### src/sv/epoch_seconds_to_calendar_unit_assert.svh
// ---------------------------------------------------------------------------
// Assertion macros for the epoch-seconds to calendar unit
// Clocked on i_clk, disabled while i_rst_n is low.
// ---------------------------------------------------------------------------
`ifndef EPOCH_SECONDS_TO_CALENDAR_UNIT_ASSERT_SVH
`define EPOCH_SECONDS_TO_CALENDAR_UNIT_ASSERT_SVH

// Same-cycle implication.
`define ESC_ASSERT_NOW(lbl, ante, cons, msg) \
    lbl: assert property (@(posedge i_clk) disable iff (!i_rst_n) (ante) |-> (cons)) \
        else $error(msg);

// Next-cycle implication.
`define ESC_ASSERT_NEXT(lbl, ante, cons, msg) \
    lbl: assert property (@(posedge i_clk) disable iff (!i_rst_n) (ante) |=> (cons)) \
        else $error(msg);

`endif

### src/sv/esc_pkg.sv
// ---------------------------------------------------------------------------
// esc_pkg
// Shared types, constants and the month length table of the calendar unit.
// ---------------------------------------------------------------------------
`timescale 1ns / 1ps
`default_nettype none

package esc_pkg;

    // Year counter start and its residues modulo 4, 100 and 400.
    localparam logic [11:0] BaseYear    = 12'd1970;
    localparam logic [1:0]  BaseMod4    = 2'd2;
    localparam logic [6:0]  BaseMod100  = 7'd70;
    localparam logic [8:0]  BaseMod400  = 9'd370;

    // Reciprocals: x/15 = (x*Recip15)>>34 for x < 2^30, x/3 = (x*Recip3)>>33.
    localparam logic [31:0] Recip15 = 32'd1145324613;
    localparam logic [31:0] Recip3  = 32'd2863311531;

    // Division step selector.
    localparam logic [1:0] DIV_SEC  = 2'd0;
    localparam logic [1:0] DIV_MIN  = 2'd1;
    localparam logic [1:0] DIV_HOUR = 2'd2;

    localparam logic [3:0] LastMonth = 4'd11;

    typedef struct packed {
        logic       load;
        logic       mul;
        logic       fix;
        logic [1:0] div_sel;
        logic       year_step;
        logic       month_step;
        logic       load_out;
    } t_cmd;

    typedef struct packed {
        logic year_done;
        logic month_done;
        logic out_free;
    } t_status;

    function automatic logic [4:0] month_len(input logic [3:0] mo, input logic leap);
        logic [4:0] len;
        case (mo)
            4'd0:    len = 5'd31;
            4'd1:    len = leap ? 5'd29 : 5'd28;
            4'd2:    len = 5'd31;
            4'd3:    len = 5'd30;
            4'd4:    len = 5'd31;
            4'd5:    len = 5'd30;
            4'd6:    len = 5'd31;
            4'd7:    len = 5'd31;
            4'd8:    len = 5'd30;
            4'd9:    len = 5'd31;
            4'd10:   len = 5'd30;
            4'd11:   len = 5'd31;
            default: len = 5'd31;
        endcase
        return len;
    endfunction

endpackage

`default_nettype wire

### src/sv/esc_datapath.sv
// ---------------------------------------------------------------------------
// esc_datapath
// Reciprocal divider, year and month subtractors, hour offset and output
// register of the calendar unit.
// ---------------------------------------------------------------------------
`timescale 1ns / 1ps
`default_nettype none

module esc_datapath (
    input  logic                i_clk,
    input  logic                i_rst_n,
    input  esc_pkg::t_cmd       i_cmd,
    output esc_pkg::t_status    o_status,
    input  logic [31:0]         i_epoch_seconds,
    input  logic signed [4:0]   i_zone_hour_offset,
    output logic                o_out_valid,
    input  logic                i_out_ready,
    output logic [5:0]          o_second_of_minute,
    output logic [5:0]          o_minute_of_hour,
    output logic [4:0]          o_hour_of_day,
    output logic [4:0]          o_day_of_month,
    output logic [3:0]          o_month_of_year,
    output logic [11:0]         o_year_number
);

    logic [31:0] r_work;
    logic [63:0] r_prod;
    logic [5:0]  r_sec;
    logic [5:0]  r_min;
    logic [4:0]  r_hr;
    logic [15:0] r_days;
    logic [11:0] r_year;
    logic [1:0]  r_m4;
    logic [6:0]  r_m100;
    logic [8:0]  r_m400;
    logic [3:0]  r_mo;
    logic        r_out_valid;
    logic [5:0]  r_o_sec;
    logic [5:0]  r_o_min;
    logic [4:0]  r_o_hr;
    logic [4:0]  r_o_day;
    logic [3:0]  r_o_mon;
    logic [11:0] r_o_year;

    logic        w_is_hour;
    logic [31:0] w_mul_x;
    logic [31:0] w_mul_k;
    logic [31:0] w_q;
    logic [31:0] w_qd;
    logic [31:0] w_rem;
    logic        w_leap;
    logic [8:0]  w_ylen;
    logic [4:0]  w_mlen;
    logic [6:0]  w_hsum;
    logic [4:0]  w_hout;

    assign w_is_hour = (i_cmd.div_sel == esc_pkg::DIV_HOUR);

    // Pre-shift the dividend so the remaining divisor is 15 or 3.
    assign w_mul_x = w_is_hour ? (r_work >> 3) : (r_work >> 2);
    assign w_mul_k = w_is_hour ? esc_pkg::Recip3 : esc_pkg::Recip15;

    assign w_q   = w_is_hour ? {1'b0, r_prod[63:33]} : {2'b0, r_prod[63:34]};
    assign w_qd  = w_is_hour ? ((w_q << 4) + (w_q << 3)) : ((w_q << 6) - (w_q << 2));
    assign w_rem = r_work - w_qd;

    assign w_leap = (r_m4 == 2'd0) && ((r_m100 != 7'd0) || (r_m400 == 9'd0));
    assign w_ylen = w_leap ? 9'd366 : 9'd365;
    assign w_mlen = esc_pkg::month_len(r_mo, w_leap);

    // hour + offset + 24 lies in 8..62; fold back into 0..23.
    assign w_hsum = 7'({2'b00, r_hr}) + 7'({{2{i_zone_hour_offset[4]}}, i_zone_hour_offset})
                    + 7'd24;
    always_comb begin
        if (w_hsum >= 7'd48) begin
            w_hout = 5'(w_hsum - 7'd48);
        end else if (w_hsum >= 7'd24) begin
            w_hout = 5'(w_hsum - 7'd24);
        end else begin
            w_hout = w_hsum[4:0];
        end
    end

    assign o_status.year_done  = (r_days < 16'(w_ylen));
    assign o_status.month_done = (r_mo == esc_pkg::LastMonth) || (r_days < 16'(w_mlen));
    assign o_status.out_free   = !r_out_valid || i_out_ready;

    always_ff @(posedge i_clk) begin
        if (i_cmd.load) begin
            r_work <= i_epoch_seconds;
        end
        if (i_cmd.mul) begin
            r_prod <= w_mul_x * w_mul_k;
        end
        if (i_cmd.fix) begin
            r_work <= w_q;
            case (i_cmd.div_sel)
                esc_pkg::DIV_SEC: begin
                    r_sec <= w_rem[5:0];
                end
                esc_pkg::DIV_MIN: begin
                    r_min <= w_rem[5:0];
                end
                default: begin
                    r_hr   <= w_rem[4:0];
                    r_days <= w_q[15:0];
                    r_year <= esc_pkg::BaseYear;
                    r_m4   <= esc_pkg::BaseMod4;
                    r_m100 <= esc_pkg::BaseMod100;
                    r_m400 <= esc_pkg::BaseMod400;
                    r_mo   <= 4'd0;
                end
            endcase
        end
        // Drop one whole year while the day count still covers it.
        if (i_cmd.year_step && !o_status.year_done) begin
            r_days <= r_days - 16'(w_ylen);
            r_year <= r_year + 12'd1;
            r_m4   <= r_m4 + 2'd1;
            r_m100 <= (r_m100 == 7'd99) ? 7'd0 : r_m100 + 7'd1;
            r_m400 <= (r_m400 == 9'd399) ? 9'd0 : r_m400 + 9'd1;
        end
        if (i_cmd.month_step && !o_status.month_done) begin
            r_days <= r_days - 16'(w_mlen);
            r_mo   <= r_mo + 4'd1;
        end
        if (i_cmd.load_out) begin
            r_o_sec  <= r_sec;
            r_o_min  <= r_min;
            r_o_hr   <= w_hout;
            r_o_day  <= r_days[4:0] + 5'd1;
            r_o_mon  <= r_mo + 4'd1;
            r_o_year <= r_year;
        end
    end

    always_ff @(posedge i_clk) begin
        if (!i_rst_n) begin
            r_out_valid <= 1'b0;
        end else if (i_cmd.load_out) begin
            r_out_valid <= 1'b1;
        end else if (i_out_ready) begin
            r_out_valid <= 1'b0;
        end
    end

    assign o_out_valid        = r_out_valid;
    assign o_second_of_minute = r_o_sec;
    assign o_minute_of_hour   = r_o_min;
    assign o_hour_of_day      = r_o_hr;
    assign o_day_of_month     = r_o_day;
    assign o_month_of_year    = r_o_mon;
    assign o_year_number      = r_o_year;

endmodule

`default_nettype wire

### src/sv/esc_ctrl.sv
// ---------------------------------------------------------------------------
// esc_ctrl
// Sequencer of the calendar unit: three divisions, year loop, month loop.
// ---------------------------------------------------------------------------
`timescale 1ns / 1ps
`default_nettype none

module esc_ctrl (
    input  logic                i_clk,
    input  logic                i_rst_n,
    input  logic                i_in_valid,
    output logic                o_in_ready,
    input  esc_pkg::t_status    i_status,
    output esc_pkg::t_cmd       o_cmd
);

    typedef enum logic [5:0] {
        ST_IDLE  = 6'b000001,
        ST_MUL   = 6'b000010,
        ST_FIX   = 6'b000100,
        ST_YEAR  = 6'b001000,
        ST_MONTH = 6'b010000,
        ST_WRITE = 6'b100000
    } t_state;

    t_state     r_state;
    t_state     n_state;
    logic [1:0] r_div;
    logic [1:0] n_div;

    always_comb begin
        n_state = r_state;
        n_div   = r_div;
        o_cmd   = '0;
        o_cmd.div_sel = r_div;
        o_in_ready    = 1'b0;
        case (r_state)
            ST_IDLE: begin
                o_in_ready = 1'b1;
                if (i_in_valid) begin
                    o_cmd.load = 1'b1;
                    n_div      = esc_pkg::DIV_SEC;
                    n_state    = ST_MUL;
                end
            end
            ST_MUL: begin
                o_cmd.mul = 1'b1;
                n_state   = ST_FIX;
            end
            ST_FIX: begin
                o_cmd.fix = 1'b1;
                if (r_div == esc_pkg::DIV_HOUR) begin
                    n_state = ST_YEAR;
                end else begin
                    n_div   = r_div + 2'd1;
                    n_state = ST_MUL;
                end
            end
            ST_YEAR: begin
                o_cmd.year_step = 1'b1;
                if (i_status.year_done) begin
                    n_state = ST_MONTH;
                end
            end
            ST_MONTH: begin
                o_cmd.month_step = 1'b1;
                if (i_status.month_done) begin
                    n_state = ST_WRITE;
                end
            end
            ST_WRITE: begin
                if (i_status.out_free) begin
                    o_cmd.load_out = 1'b1;
                    n_state        = ST_IDLE;
                end
            end
            default: begin
                n_state = ST_IDLE;
            end
        endcase
    end

    always_ff @(posedge i_clk) begin
        if (!i_rst_n) begin
            r_state <= ST_IDLE;
            r_div   <= esc_pkg::DIV_SEC;
        end else begin
            r_state <= n_state;
            r_div   <= n_div;
        end
    end

endmodule

`default_nettype wire

### src/sv/epoch_seconds_to_calendar_unit.sv
// ---------------------------------------------------------------------------
// epoch_seconds_to_calendar_unit
// Converts a 32-bit seconds-since-1970 count into second, minute, zone
// shifted hour, day of month, month and Gregorian year.
// ---------------------------------------------------------------------------
//
//   channel   direction  handshake              payload
//   input     in         i_in_valid/o_in_ready  i_epoch_seconds
//   result    out        o_out_valid/i_out_ready six calendar fields
//   config    in         APB (psel..pready)     zone_hour_offset at 0x0
//
// A transaction runs three divisions, then a year loop over the Y (0..136)
// whole years passed and a month loop over the M (0..11) whole months in
// the final year, then writes the result. The year loop steps one year
// per cycle through its own subtractor.
// Reset clears the sequencer, the result valid flag and the zone offset.
// A held result does not block the next input; a finished result waits in
// the sequencer only while the output register is still occupied.
// ---------------------------------------------------------------------------
`timescale 1ns / 1ps
`default_nettype none

`include "epoch_seconds_to_calendar_unit_assert.svh"

module epoch_seconds_to_calendar_unit (
    input  logic        i_clk,
    input  logic        i_rst_n,
    // input transaction
    input  logic        i_in_valid,
    output logic        o_in_ready,
    input  logic [31:0] i_epoch_seconds,
    // result transaction
    output logic        o_out_valid,
    input  logic        i_out_ready,
    output logic [5:0]  o_second_of_minute,
    output logic [5:0]  o_minute_of_hour,
    output logic [4:0]  o_hour_of_day,
    output logic [4:0]  o_day_of_month,
    output logic [3:0]  o_month_of_year,
    output logic [11:0] o_year_number,
    // configuration port
    input  logic        psel,
    input  logic        penable,
    input  logic        pwrite,
    input  logic [2:0]  paddr,
    input  logic [31:0] pwdata,
    output logic [31:0] prdata,
    output logic        pready
);

    esc_pkg::t_cmd     w_cmd;
    esc_pkg::t_status  w_status;
    logic signed [4:0] r_zone_hour_offset;

    // The only register sits at byte 0; addresses with bit 2 set are unmapped.
    assign pready = 1'b1;

    always_ff @(posedge i_clk) begin
        if (!i_rst_n) begin
            r_zone_hour_offset <= 5'sd0;
        end else if (psel && penable && pwrite && pready && !paddr[2]) begin
            // Keep the low five bits; they hold the two's complement offset.
            r_zone_hour_offset <= pwdata[4:0];
        end
    end

    // Return the register zero extended; unmapped reads return zero.
    assign prdata = paddr[2] ? 32'd0 : {27'd0, r_zone_hour_offset};

    esc_ctrl u_ctrl (
        .i_clk      (i_clk),
        .i_rst_n    (i_rst_n),
        .i_in_valid (i_in_valid),
        .o_in_ready (o_in_ready),
        .i_status   (w_status),
        .o_cmd      (w_cmd)
    );

    esc_datapath u_datapath (
        .i_clk              (i_clk),
        .i_rst_n            (i_rst_n),
        .i_cmd              (w_cmd),
        .o_status           (w_status),
        .i_epoch_seconds    (i_epoch_seconds),
        .i_zone_hour_offset (r_zone_hour_offset),
        .o_out_valid        (o_out_valid),
        .i_out_ready        (i_out_ready),
        .o_second_of_minute (o_second_of_minute),
        .o_minute_of_hour   (o_minute_of_hour),
        .o_hour_of_day      (o_hour_of_day),
        .o_day_of_month     (o_day_of_month),
        .o_month_of_year    (o_month_of_year),
        .o_year_number      (o_year_number)
    );

    // An accepted input starts a conversion, so no second one is taken at once.
    `ESC_ASSERT_NEXT(a_busy_after_accept, i_in_valid && o_in_ready, !o_in_ready,
        "ready after accept")
    // The output register is loaded only when it is free.
    `ESC_ASSERT_NOW(a_load_when_free, w_cmd.load_out, !o_out_valid || i_out_ready,
        "result overwritten")
    // Shifted hour always folds back into a day.
    `ESC_ASSERT_NOW(a_hour_range, o_out_valid, o_hour_of_day < 5'd24, "hour out of range")
    // Month and day loops never overrun.
    `ESC_ASSERT_NOW(a_month_range, o_out_valid,
        o_month_of_year != 4'd0 && o_month_of_year <= 4'd12 && o_day_of_month != 5'd0,
        "date out of range")

endmodule

`default_nettype wire
### config.mk
export PLATFORM = sky130hd
export DESIGN_NAME = epoch_seconds_to_calendar_unit
export DESIGN_NICKNAME = d
export VERILOG_FILES = /design/src/sv/esc_pkg.sv /design/src/sv/esc_datapath.sv /design/src/sv/esc_ctrl.sv /design/src/sv/epoch_seconds_to_calendar_unit.sv
export VERILOG_INCLUDE_DIRS = /design/src /design/src/sv
export SDC_FILE = /design/constraint.sdc
export NUM_CORES = 1
export LEC_CHECK = 0
export ABC_CLOCK_PERIOD_IN_PS = 8580
export BUFFER_PORTS_ARGS = -buffer_cell sky130_fd_sc_hd__buf_4
export CAP_MARGIN = 20
export CORE_MARGIN = 3
export CORE_UTILIZATION = 35
export CTS_CLUSTER_SIZE = 40
export DETAILED_ROUTE_END_ITERATION = 8
export SLEW_MARGIN = 5
export SYNTH_ARGS = -nofsm -noshare
export SYNTH_HDL_FRONTEND = slang
export SYNTH_SLANG_ARGS = --single-unit
export TNS_END_PERCENT = 100
### constraint.sdc
create_clock -name i_clk -period 8.58 [get_ports i_clk]
set_input_delay 1.716 -clock i_clk [delete_from_list [all_inputs] [get_ports i_clk]]
set_output_delay 1.716 -clock i_clk [all_outputs]
set_load 0.02 [all_outputs]
==> results of run 1 <==
==> final cells by class <==
| class | count | area, um2 | area share [%] |
|---|---|---|---|
| multi-input cells | 1582 | 15980 | 62.14 |
| flip-flops and latches | 182 | 5326 | 20.72 |
| inverters | 461 | 1730 | 6.730 |
| well taps | 855 | 1070 | 4.161 |
| repair buffers | 125 | 958.4 | 3.727 |
| clock buffers | 17 | 425.4 | 1.654 |
| clock inverters | 15 | 220.2 | 0.8564 |
| diodes | 2 | 5.005 | 0.01946 |
==> through the flow <==
stage	std cells	setup slack, ps	TNS, ps	util (%)
after floorplan	2317	431.3	0	-
after global placement	3199	36.30	0	38.42
after detailed placement	3199	-31.50	-46.28	38.42
after CTS	3231	0.6697	0	39.43
after global routing	3237	1.739	0	39.66
final	3239	290.5	0	39.67
==> cells in the mapped netlist (all sizes together) (35+ instances only) <==
library cell  count
buf              35
edfxtp          168
inv             461
a21o             47
ha              312
nand2           137
nor2             77
fa              312
o21ai            94
mux2i            38
clkbuf           57
xnor2            43
a21oi            96
==> worst max-delay path, delay by kind of cell (launching register included) <==
kind / cells / cell delay [ps]
adders and majority gates: 10 / 4670
buffers and inverters: 10 / 1020
DFF: 1 / 340
and+or+nand+nor: 2 / 180
AOI/OAI and AO/OA: 9 / 1790
==> repair_timing <==
| item | CTS | global route |
|---|---|---|
| endpoints found under the setup margin | 5 | 25 |
| setup buffers | 0 | 5 |
| hold buffers | 0 | 0 |
| pin swaps | 0 | 4 |
| resized for setup | 2 | 22 |
| gates cloned | 0 | 0 |
==> worst min-delay path by stage <==
| stage | start | end | slack [ps] | depth (start not counted) |
|---|---|---|---|---|
| detailed placement | u_datapath.r_min[4] | u_datapath.o_minute_of_hour[4] | 400 | 0 |
| finish | u_datapath.r_sec[0] | u_datapath.o_second_of_minute[0] | 420 | 0 |
| floorplan | u_datapath.r_min[0] | u_datapath.o_minute_of_hour[0] | 400 | 0 |
| global placement | u_datapath.r_sec[0] | u_datapath.o_second_of_minute[0] | 400 | 0 |
| global route | u_datapath.r_sec[4] | u_datapath.o_second_of_minute[4] | 430 | 0 |
| CTS | u_datapath.r_sec[0] | u_datapath.o_second_of_minute[0] | 420 | 0 |
==> registers in the layout, summed over array words and instances (netlist names), 6 cells and up <==
| signal | cells |
|---|---|
| u_datapath.r_work | 32 |
| u_datapath.r_m400 | 9 |
| u_datapath.r_m100 | 7 |
| u_datapath.r_days | 16 |
| u_datapath.r_sec | 6 |
| u_datapath.r_min | 6 |
| u_datapath.o_second_of_minute | 6 |
| u_datapath.o_minute_of_hour | 6 |
| u_datapath.r_prod | 31 |
| u_ctrl.r_state | 6 |
| u_datapath.r_year | 12 |
| u_datapath.o_year_number | 12 |
==> layer usage <==
layer | vias up | wire length [um] | part of all wire, % | track usage, %
met5 | - | 0 | 0 | 0
met4 | 0 | 1156 | 2.1 | 3.785
met3 | 58 | 2328 | 4.3 | 2.472
met2 | 332 | 26410 | 49 | 26.74
met1 | 7967 | 24010 | 45 | 21.09
li1 | 7554 | - | - | -
==> logic make-up (layout without fill, tap and decap cells) <==
kind of cell	after synthesis	count (layout)	share of synthesized area, %
mux	38	38	1.647
other cells	2	80	0.03252
simple gates	410	410	8.907
buf+inv	553	618	9.514
flops	182	182	23.06
compound gates	356	356	10.01
fa+ha+maj	624	624	43.95
xor+xnor	76	76	2.882
==> metrics.md, run 1 <==
| Metric | Value |
|---|---|
| Die height | `262.9 um` |
| Die Wd | `~260 um` |
| CP Max Fanout | `15` |
| Most common cell after layout, fill and taps aside | `inv_1` |
| Global-route wire length before repair | `88.42 mm` |
| Initial antenna violation count | `2` |
| Worst r2r dst | `u_datapath.r_prod[50]` |
| Synthesis warning total | `0` |
| Synthesized area | `23090 um2` |
| Synth area leader | `fa_1` |
| GRT Residual Overflow | `0` |
| Avg WL per Cell | `16.64 um` |
| CTS tree | `done` |
| Worst-Skew Late Latency | `roughly 440 ps` |
| Setup crit start | `u_ctrl.r_div[0]` |
| Vias in the first global route | `16.87k` |
| Slew @ Worst Pin | `1070 ps` |
| CP Launch Type | `register` |
| # port buffers | `between 80 and 90` |
| Routed vias | `around 16k` |
| Synth cell types | `80` |
| Routability congestion estimate | `0.8979` |
| Post-synthesis register bit count | `182` |
| Die area | `69100 um2` |
| Crit end category | `register` |
| Seq/Total Area, Yosys | `a little under a quarter` |
| Slowest CP cell | `fa_1` |
| Layout area overhead | `11.33%` |
| Post-synth top area share | `approximately 27%` |
| Row count | `93` |
| Finished layout cell area | `25710 um2` |
| Clk sinks | `182` |
| Worst hold slack | `417.2 ps` |
| Setup CP Type | `reg2reg` |
| Worst Setup EP | `u_datapath.r_prod[50]` |
| Largest cells by area after synthesis | `fa_1, edfxtp_1, ha_1` |
| RSZ-0062 raised after global routing | `no` |
| Largest net degree at the start of global routing | `67` |
| DRC | `0` |
| Dpl cell area | `~25000 um2` |
| Post-DP HPWL | `46.43 mm` |
| Pins Over Slew Limit | `0` |
| Io pins | `around 150` |
| Min Tclk post-route | `8289 ps` |
| Initial Utilization | `35.63%` |
| Async set or reset register ratio after synthesis | `0%` |
| Antenna-violating nets left | `0` |
| Status | `complete, no violations` |
| Number of synthesized flops with an enable pin | `168` |
| DR iter-0 viols | `1133` |
| Count of final setup violators | `0` |
| Max-slew headroom | `roughly 29%` |
| Gate Count Post-Synth | `2241` |
| Max Clock Freq | `roughly 120 MHz` |
| Fill count | `6298` |
| Share of post-route cells with drive strength above 1 | `8.858%` |
| CTS H-tree depth | `4` |
| Max incr delay on CP | `600 ps` |
| Commonest non-fill, non-tap cells in the layout | `inv_1, ha_1, fa_1` |
| Final Hold Fails | `0` |
| Reg-to-Reg Start | `u_ctrl.r_div[0]` |
| CTS buffer count | `17` |
| Final nets | `3067` |
| Max-Cap Viols | `0` |
| Detailed Routing Iterations Pass 1 | `6` |
| Clock transition at path regs | `80 ps` |
| CORE AREA | `64810 um2` |
| Main synth FF type | `edfxtp_1` |
| CTS max path bufs | `2` |
| Root buf cell | `clkbuf_16` |
| Critical Path RT | `8760 ps` |
| Worst Clk Skew | `16.20 ps` |
| Critical path arrival | `between 8000 and 9000 ps` |
| GRT Total Usage | `between 10% and 20%` |
| Final Cycle Share | `between 90% and 100%` |
| Worst reg-to-reg setup slack | `around 290 ps` |
| Worst Reg-to-Reg Cells | `31` |
| Crit-path most repeated cell | `inv_1` |
| Post-Route WL | `about 54 mm` |
| Mapped Avg Cell Area | `10.31 um2` |
| Routed vias/inst | `4.912` |
| Hold crit path type | `reg2reg` |
Power of run 1 is left out: the tool's default activity adds up to more than one toggle a clock period on the data nets, which glitch-free logic cannot reach.
==> run 2: changes to the inputs <==
--- a/config.mk
+++ b/config.mk
@@ -9,10 +9,13 @@
 export ABC_CLOCK_PERIOD_IN_PS = 8580
 export BUFFER_PORTS_ARGS = -buffer_cell sky130_fd_sc_hd__buf_4
 export CAP_MARGIN = 20
+export CELL_PAD_IN_SITES_DETAIL_PLACEMENT = 1
+export CELL_PAD_IN_SITES_GLOBAL_PLACEMENT = 2
 export CORE_MARGIN = 3
-export CORE_UTILIZATION = 35
+export CORE_UTILIZATION = 30
 export CTS_CLUSTER_SIZE = 40
 export DETAILED_ROUTE_END_ITERATION = 8
+export PLACE_DENSITY_LB_ADDON = 0.1
 export SLEW_MARGIN = 5
 export SYNTH_ARGS = -nofsm -noshare
 export SYNTH_HDL_FRONTEND = slang
==> metrics.md, run 2 (same netlist as run 1, synthesis figures left out) <==
| Metric | Value |
|---|---|
| Status | `complete, no violations` |
| Routability congestion estimate | `between 0.8 and 0.9` |
| Slew @ Worst Pin | `1007 ps` |
| Min Tclk post-route | `between 8000 and 9000 ps` |
| Row count | `101` |
| # port buffers | `89` |
| Global-route wire length before repair | `104.1 mm` |
| GRT Total Usage | `between 10% and 20%` |
| CP Launch Type | `register` |
| Antenna-violating nets left | `0` |
| Max-Cap Viols | `0` |
| Final Hold Fails | `0` |
| Crit-path most repeated cell | `fa_1` |
| Critical path arrival | `around 8600 ps` |
| Register with the most flip-flops | `u_datapath.r_work` |
| Slowest CP cell | `fa_1` |
| Hold Path End | `u_datapath.o_minute_of_hour[5]` |
| Die height | `283.5 um` |
| Ant diodes | `0` |
| Count of final setup violators | `0` |
| Hold_buf cts | `0` |
| Initial antenna violation count | `0` |
| Most common cell after layout, fill and taps aside | `inv_1` |
| Largest registers | `u_datapath.r_work: 32 flops, u_datapath.r_prod: 31 flops, u_datapath.r_days: 16 flops` |
| Die Wd | `283.5 um` |
| Setup CP Type | `reg2reg` |
| Root buf cell | `clkbuf_16` |
| GRT Residual Overflow | `0` |
| Clk sinks | `roughly 180` |
| Post-Route WL | `65.59 mm` |
| Io pins | `147` |
| Commonest non-fill, non-tap cells in the layout | `inv_1, ha_1, fa_1` |
| Routed vias/inst | `4.615` |
| Max Clock Freq | `120.4 MHz` |
| DR iter-0 viols | `609` |
| Max incr delay on CP | `600 ps` |
| Hold_sp | `u_datapath.r_min[5]` |
| Share of post-route cells with drive strength above 1 | `10.42%` |
| Final Cycle Share | `96.79%` |
| Worst hold path depth | `0` |
| Reg-to-Reg Start | `u_ctrl.r_div[0]` |
| Worst Reg-to-Reg Cells | `30` |
| Worst-Skew Late Latency | `450 ps` |
| Final std cells w/o fill | `3449` |
| Clock transition at path regs | `80 ps` |
| CTS buffer count | `17` |
| CTS tree | `done` |
| Final nets | `3104` |
| Fill count | `8661` |
| Setup crit start | `u_ctrl.r_div[0]` |
| CP Max Fanout | `17` |
| Critical Path RT | `~8900 ps` |
| Max FFs per register | `32` |
| Detailed Routing Iterations Pass 1 | `4` |
| CTS H-tree depth | `4` |
| Pins Over Slew Limit | `0` |
| Crit end category | `register` |
| Worst Clk Skew | `12.81 ps` |
| Layout area overhead | `13.77%` |
| Largest net degree at the start of global routing | `67` |
| Post-DP HPWL | `57.76 mm` |
| Hold crit path type | `reg2reg` |
| Dpl cells | `3414` |
| Worst hold slack | `426.4 ps` |
| Vias in the first global route | `17.90k` |
| Die area | `80350 um2` |
| Avg WL per Cell | `19.02 um` |
| Worst reg-to-reg setup slack | `280 ps` |
| DRC | `0` |
| Worst r2r dst | `u_datapath.r_prod[60]` |
| Post-Route Utilization | `34.54%` |
| Initial Utilization | `30.36%` |
| Max-slew headroom | `32.85%` |
| Routed vias | `~16k` |
| CORE AREA | `76080 um2` |
| CTS max path bufs | `2` |
run 2: cell types whose count changed in the layout (fill, tap and decap cells not counted), sizes merged:
cell	delta
buf	+37
inv	-1
clkinv	+2
bufinv	-1
diode	-2
run 2: timing repair:
item | 4_1_cts | 5_1_grt
pin swaps | 0 | 2
resized for setup | 4 | 22
buffers inserted | 0 | 2
setup endpoints to repair | 9 | 20
run 2: cell type report:
class,count,area (um2),area share [%]
multi-input cells,1582,15970,60.79
inverters,461,1730,6.586
flip-flops and latches,182,5325,20.27
clock buffers,17,425.4,1.619
repair buffers,162,1311,4.990
well taps,1030,1289,4.905
clock inverters,15,222.7,0.8476
run 2: per-stage QoR:
| step | setup slack, ps | setup TNS [ps] | area, um2 |
|---|---|---|---|
| after CTS | 1.942 | 0 | 26150 |
| after global routing | -2.697 | -5.229 | 26280 |
| after detailed placement | -106.7 | -244.2 | 25480 |
| after global placement | 20.80 | 0 | 25480 |
| final | 275.1 | 0 | 26280 |
| after floorplan | 431.3 | 0 | 23380 |
run 2: worst max-delay path, delay by kind of cell (launching register included):
family / cells / cell delay (ps)
XOR/XNOR: 1 / 200
flip-flops: 1 / 340
AND/OR/NAND/NOR: 5 / 1210
AO/OA/AOI/OAI: 4 / 630
buffers and inverters: 10 / 1230
adder cells (fa/ha/maj): 10 / 4490
run 2: worst max-delay path by stage:
stage	slack [ps]	depth (start not counted)	endpoint
after global routing	-3	32	u_datapath.r_prod[61]
final	280	30	u_datapath.r_prod[60]
after detailed placement	-110	31	u_datapath.r_prod[62]
after global placement	20	31	u_datapath.r_prod[62]
after floorplan	430	29	u_datapath.r_prod[60]
after CTS	2	30	u_datapath.r_prod[60]
run 2: routing by layer:
metal | vias up | global-route usage (%) | wire, um
met5 | - | 0 | 0
met4 | 0 | 2.534 | 776
met3 | 23 | 1.831 | 1153
met2 | 130 | 29.36 | 32860
met1 | 8140 | 22.54 | 30800
li1 | 7623 | - | -
Power of run 2 is left out for the same reason.
==> run 3: changes to the inputs <==
==> constraint.sdc (replaced) <==
create_clock -name i_clk -period 8.58 [get_ports i_clk]
set_input_delay 1.287 -clock i_clk [delete_from_list [all_inputs] [get_ports i_clk]]
set_output_delay 1.287 -clock i_clk [all_outputs]
set_load 0.02 [all_outputs]
==> metrics.md, run 3 (same netlist as run 1, synthesis figures left out) <==
| Metric | Value |
|---|---|
| Status | `complete, no violations` |
| Vias in the first global route | `17.87k` |
| Setup_tns | `0 ps` |
| Max-slew headroom | `30.68%` |
| Top cell family by delay on the critical path | `adder cells` |
| Post-Route WL | `65.64 mm` |
| Count of final setup violators | `0` |
| Row count | `101` |
| Die Wd | `283.5 um` |
| CORE AREA | `~76000 um2` |
| DR iter-0 viols | `600` |
| Final Hold Fails | `0` |
| Max FFs per register | `32` |
| Max Clock Freq | `120.6 MHz` |
| Most common cell after layout, fill and taps aside | `inv_1` |
| Die height | `~280 um` |
| CP Launch Type | `register` |
| Routed vias/inst | `4.637` |
| Pins Over Slew Limit | `0` |
| Routed vias | `between 15k and 20k` |
| Register area | `5325 um2` |
| Setup CP Type | `reg2reg` |
| CTS buffer count | `17` |
| CTS H-tree depth | `4` |
| Commonest non-fill, non-tap cells in the layout | `inv_1, ha_1, fa_1` |
| Avg WL per Cell | `19.05 um` |
| Hold_buf cts | `0` |
| Final Cycle Share | `between 90 and 100%` |
| Max incr delay on CP | `590 ps` |
| Initial antenna violation count | `0` |
| GRT Total Usage | `16.60%` |
| Register with the most flip-flops | `u_datapath.r_work` |
| CP Max Fanout | `19` |
| Worst Path Buf+Inv | `11` |
| Antenna-violating nets left | `0` |
| Share of post-route cells with drive strength above 1 | `10.23%` |
| Slowest CP cell | `fa_2` |
| RSZ-0062 raised after global routing | `no` |
| Routability congestion estimate | `0.8474` |
| Ant diodes | `0` |
| CTS tree | `done` |
| Global-route wire length before repair | `103.2 mm` |
| Die area | `approximately 80000 um2` |
| Final nets | `3100` |
| Worst-Skew Late Latency | `around 460 ps` |
| Min Tclk post-route | `between 8000 and 9000 ps` |
| Initial Utilization | `30.36%` |
| Max-Cap Viols | `0` |
| Layout area overhead | `13.48%` |
| Slew @ Worst Pin | `1040 ps` |
| Crit-path most repeated cell | `inv_1` |
| DRC | `0` |
| Fill count | `8648` |
| Clock transition at path regs | `80 ps` |
| Largest registers | `u_datapath.r_work: 32 flops, u_datapath.r_prod: 31 flops, u_datapath.r_days: 16 flops` |
| Post-DP HPWL | `57.61 mm` |
| # port buffers | `roughly 90` |
| GRT Residual Overflow | `0` |
| Critical path arrival | `around 8600 ps` |
| Crit end category | `register` |
| Worst Reg-to-Reg Cells | `31` |
| Worst Clk Skew | `19.87 ps` |
| Worst hold path depth | `0` |
| Largest net degree at the start of global routing | `67` |
| Io pins | `between 100 and 150` |
| Clk sinks | `182` |
| Detailed Routing Iterations Pass 1 | `4` |
| Hold crit path type | `reg2reg` |
| CTS max path bufs | `2` |
| Root buf cell | `clkbuf_16` |
| Number of cells on the critical path | `31` |
| Area of the multi-input gates | `15970 um2` |
| Critical Path RT | `8870 ps` |
run 3: changes by cell type in the layout (fill, tap and decap cells not counted), sizes merged:
cell / change
buf: -4
clkinv: +2
clkinvlp: +1
inv: -3
run 3: worst paths after layout:
| path | startpoint | end | slack, ps |
|---|---|---|---|
| hold reg to reg | u_datapath.r_min[3] | u_datapath.o_minute_of_hour[3] | 430 |
| hold / removal | u_datapath.r_min[3] | u_datapath.o_minute_of_hour[3] | 430 |
| setup reg to reg | u_ctrl.r_div[0] | u_datapath.r_prod[60] | 290 |
| setup / recovery | u_ctrl.r_div[0] | u_datapath.r_prod[60] | 290 |
run 3: worst register-to-register path, delay by kind of cell, from the launching register on:
kind,cells,cell delay (ps)
AND/OR/NAND/NOR,5,1200
XOR/XNOR,1,190
adder cells (fa/ha/maj),10,4440
flip-flops,1,340
AO/OA/AOI/OAI,4,640
buffers and inverters,11,1300
run 3: final cells by class:
type	instances	share of cell area, %
timing repair buffer	158	4.889
tap	1030	4.917
multi-input combinational	1582	60.92
sequential	182	20.32
clock inverter	15	0.7352
inverter	461	6.602
clock buffer	17	1.623
run 3: through the flow:
stage	util [%]	setup WS (ps)	cell area, um2	instances	hold WS (ps)
2_1_floorplan	-	431.3	23380	2317	400.3
3_3_place_gp	33.46	21.55	25450	3410	408.0
3_5_place_dp	33.46	-28.38	25450	3410	406.3
4_1_cts	34.28	7.821	26080	3442	426.6
5_1_grt	34.45	1.033	26210	3445	438.1
6_report	34.45	289.3	26210	3445	425.2
run 3: what timing repair did:
item | 4_1_cts | 5_1_grt
setup endpoints to repair | 3 | 19
endpoints found under the hold margin | 0 | 0
pin swaps | 0 | 3
buffers inserted | 0 | 2
gates resized for setup | 1 | 24
run 3: metal layers:
metal / wire, um / global-route usage (%) / part of all wire [%]
met1: 30440 / 22.26 / 46
met2: 33440 / 29.62 / 51
met3: 1330 / 1.928 / 2.0
met4: 432 / 1.965 / 0.66
met5: 0 / 0 / 0
Power of run 3 is left out for the same reason.
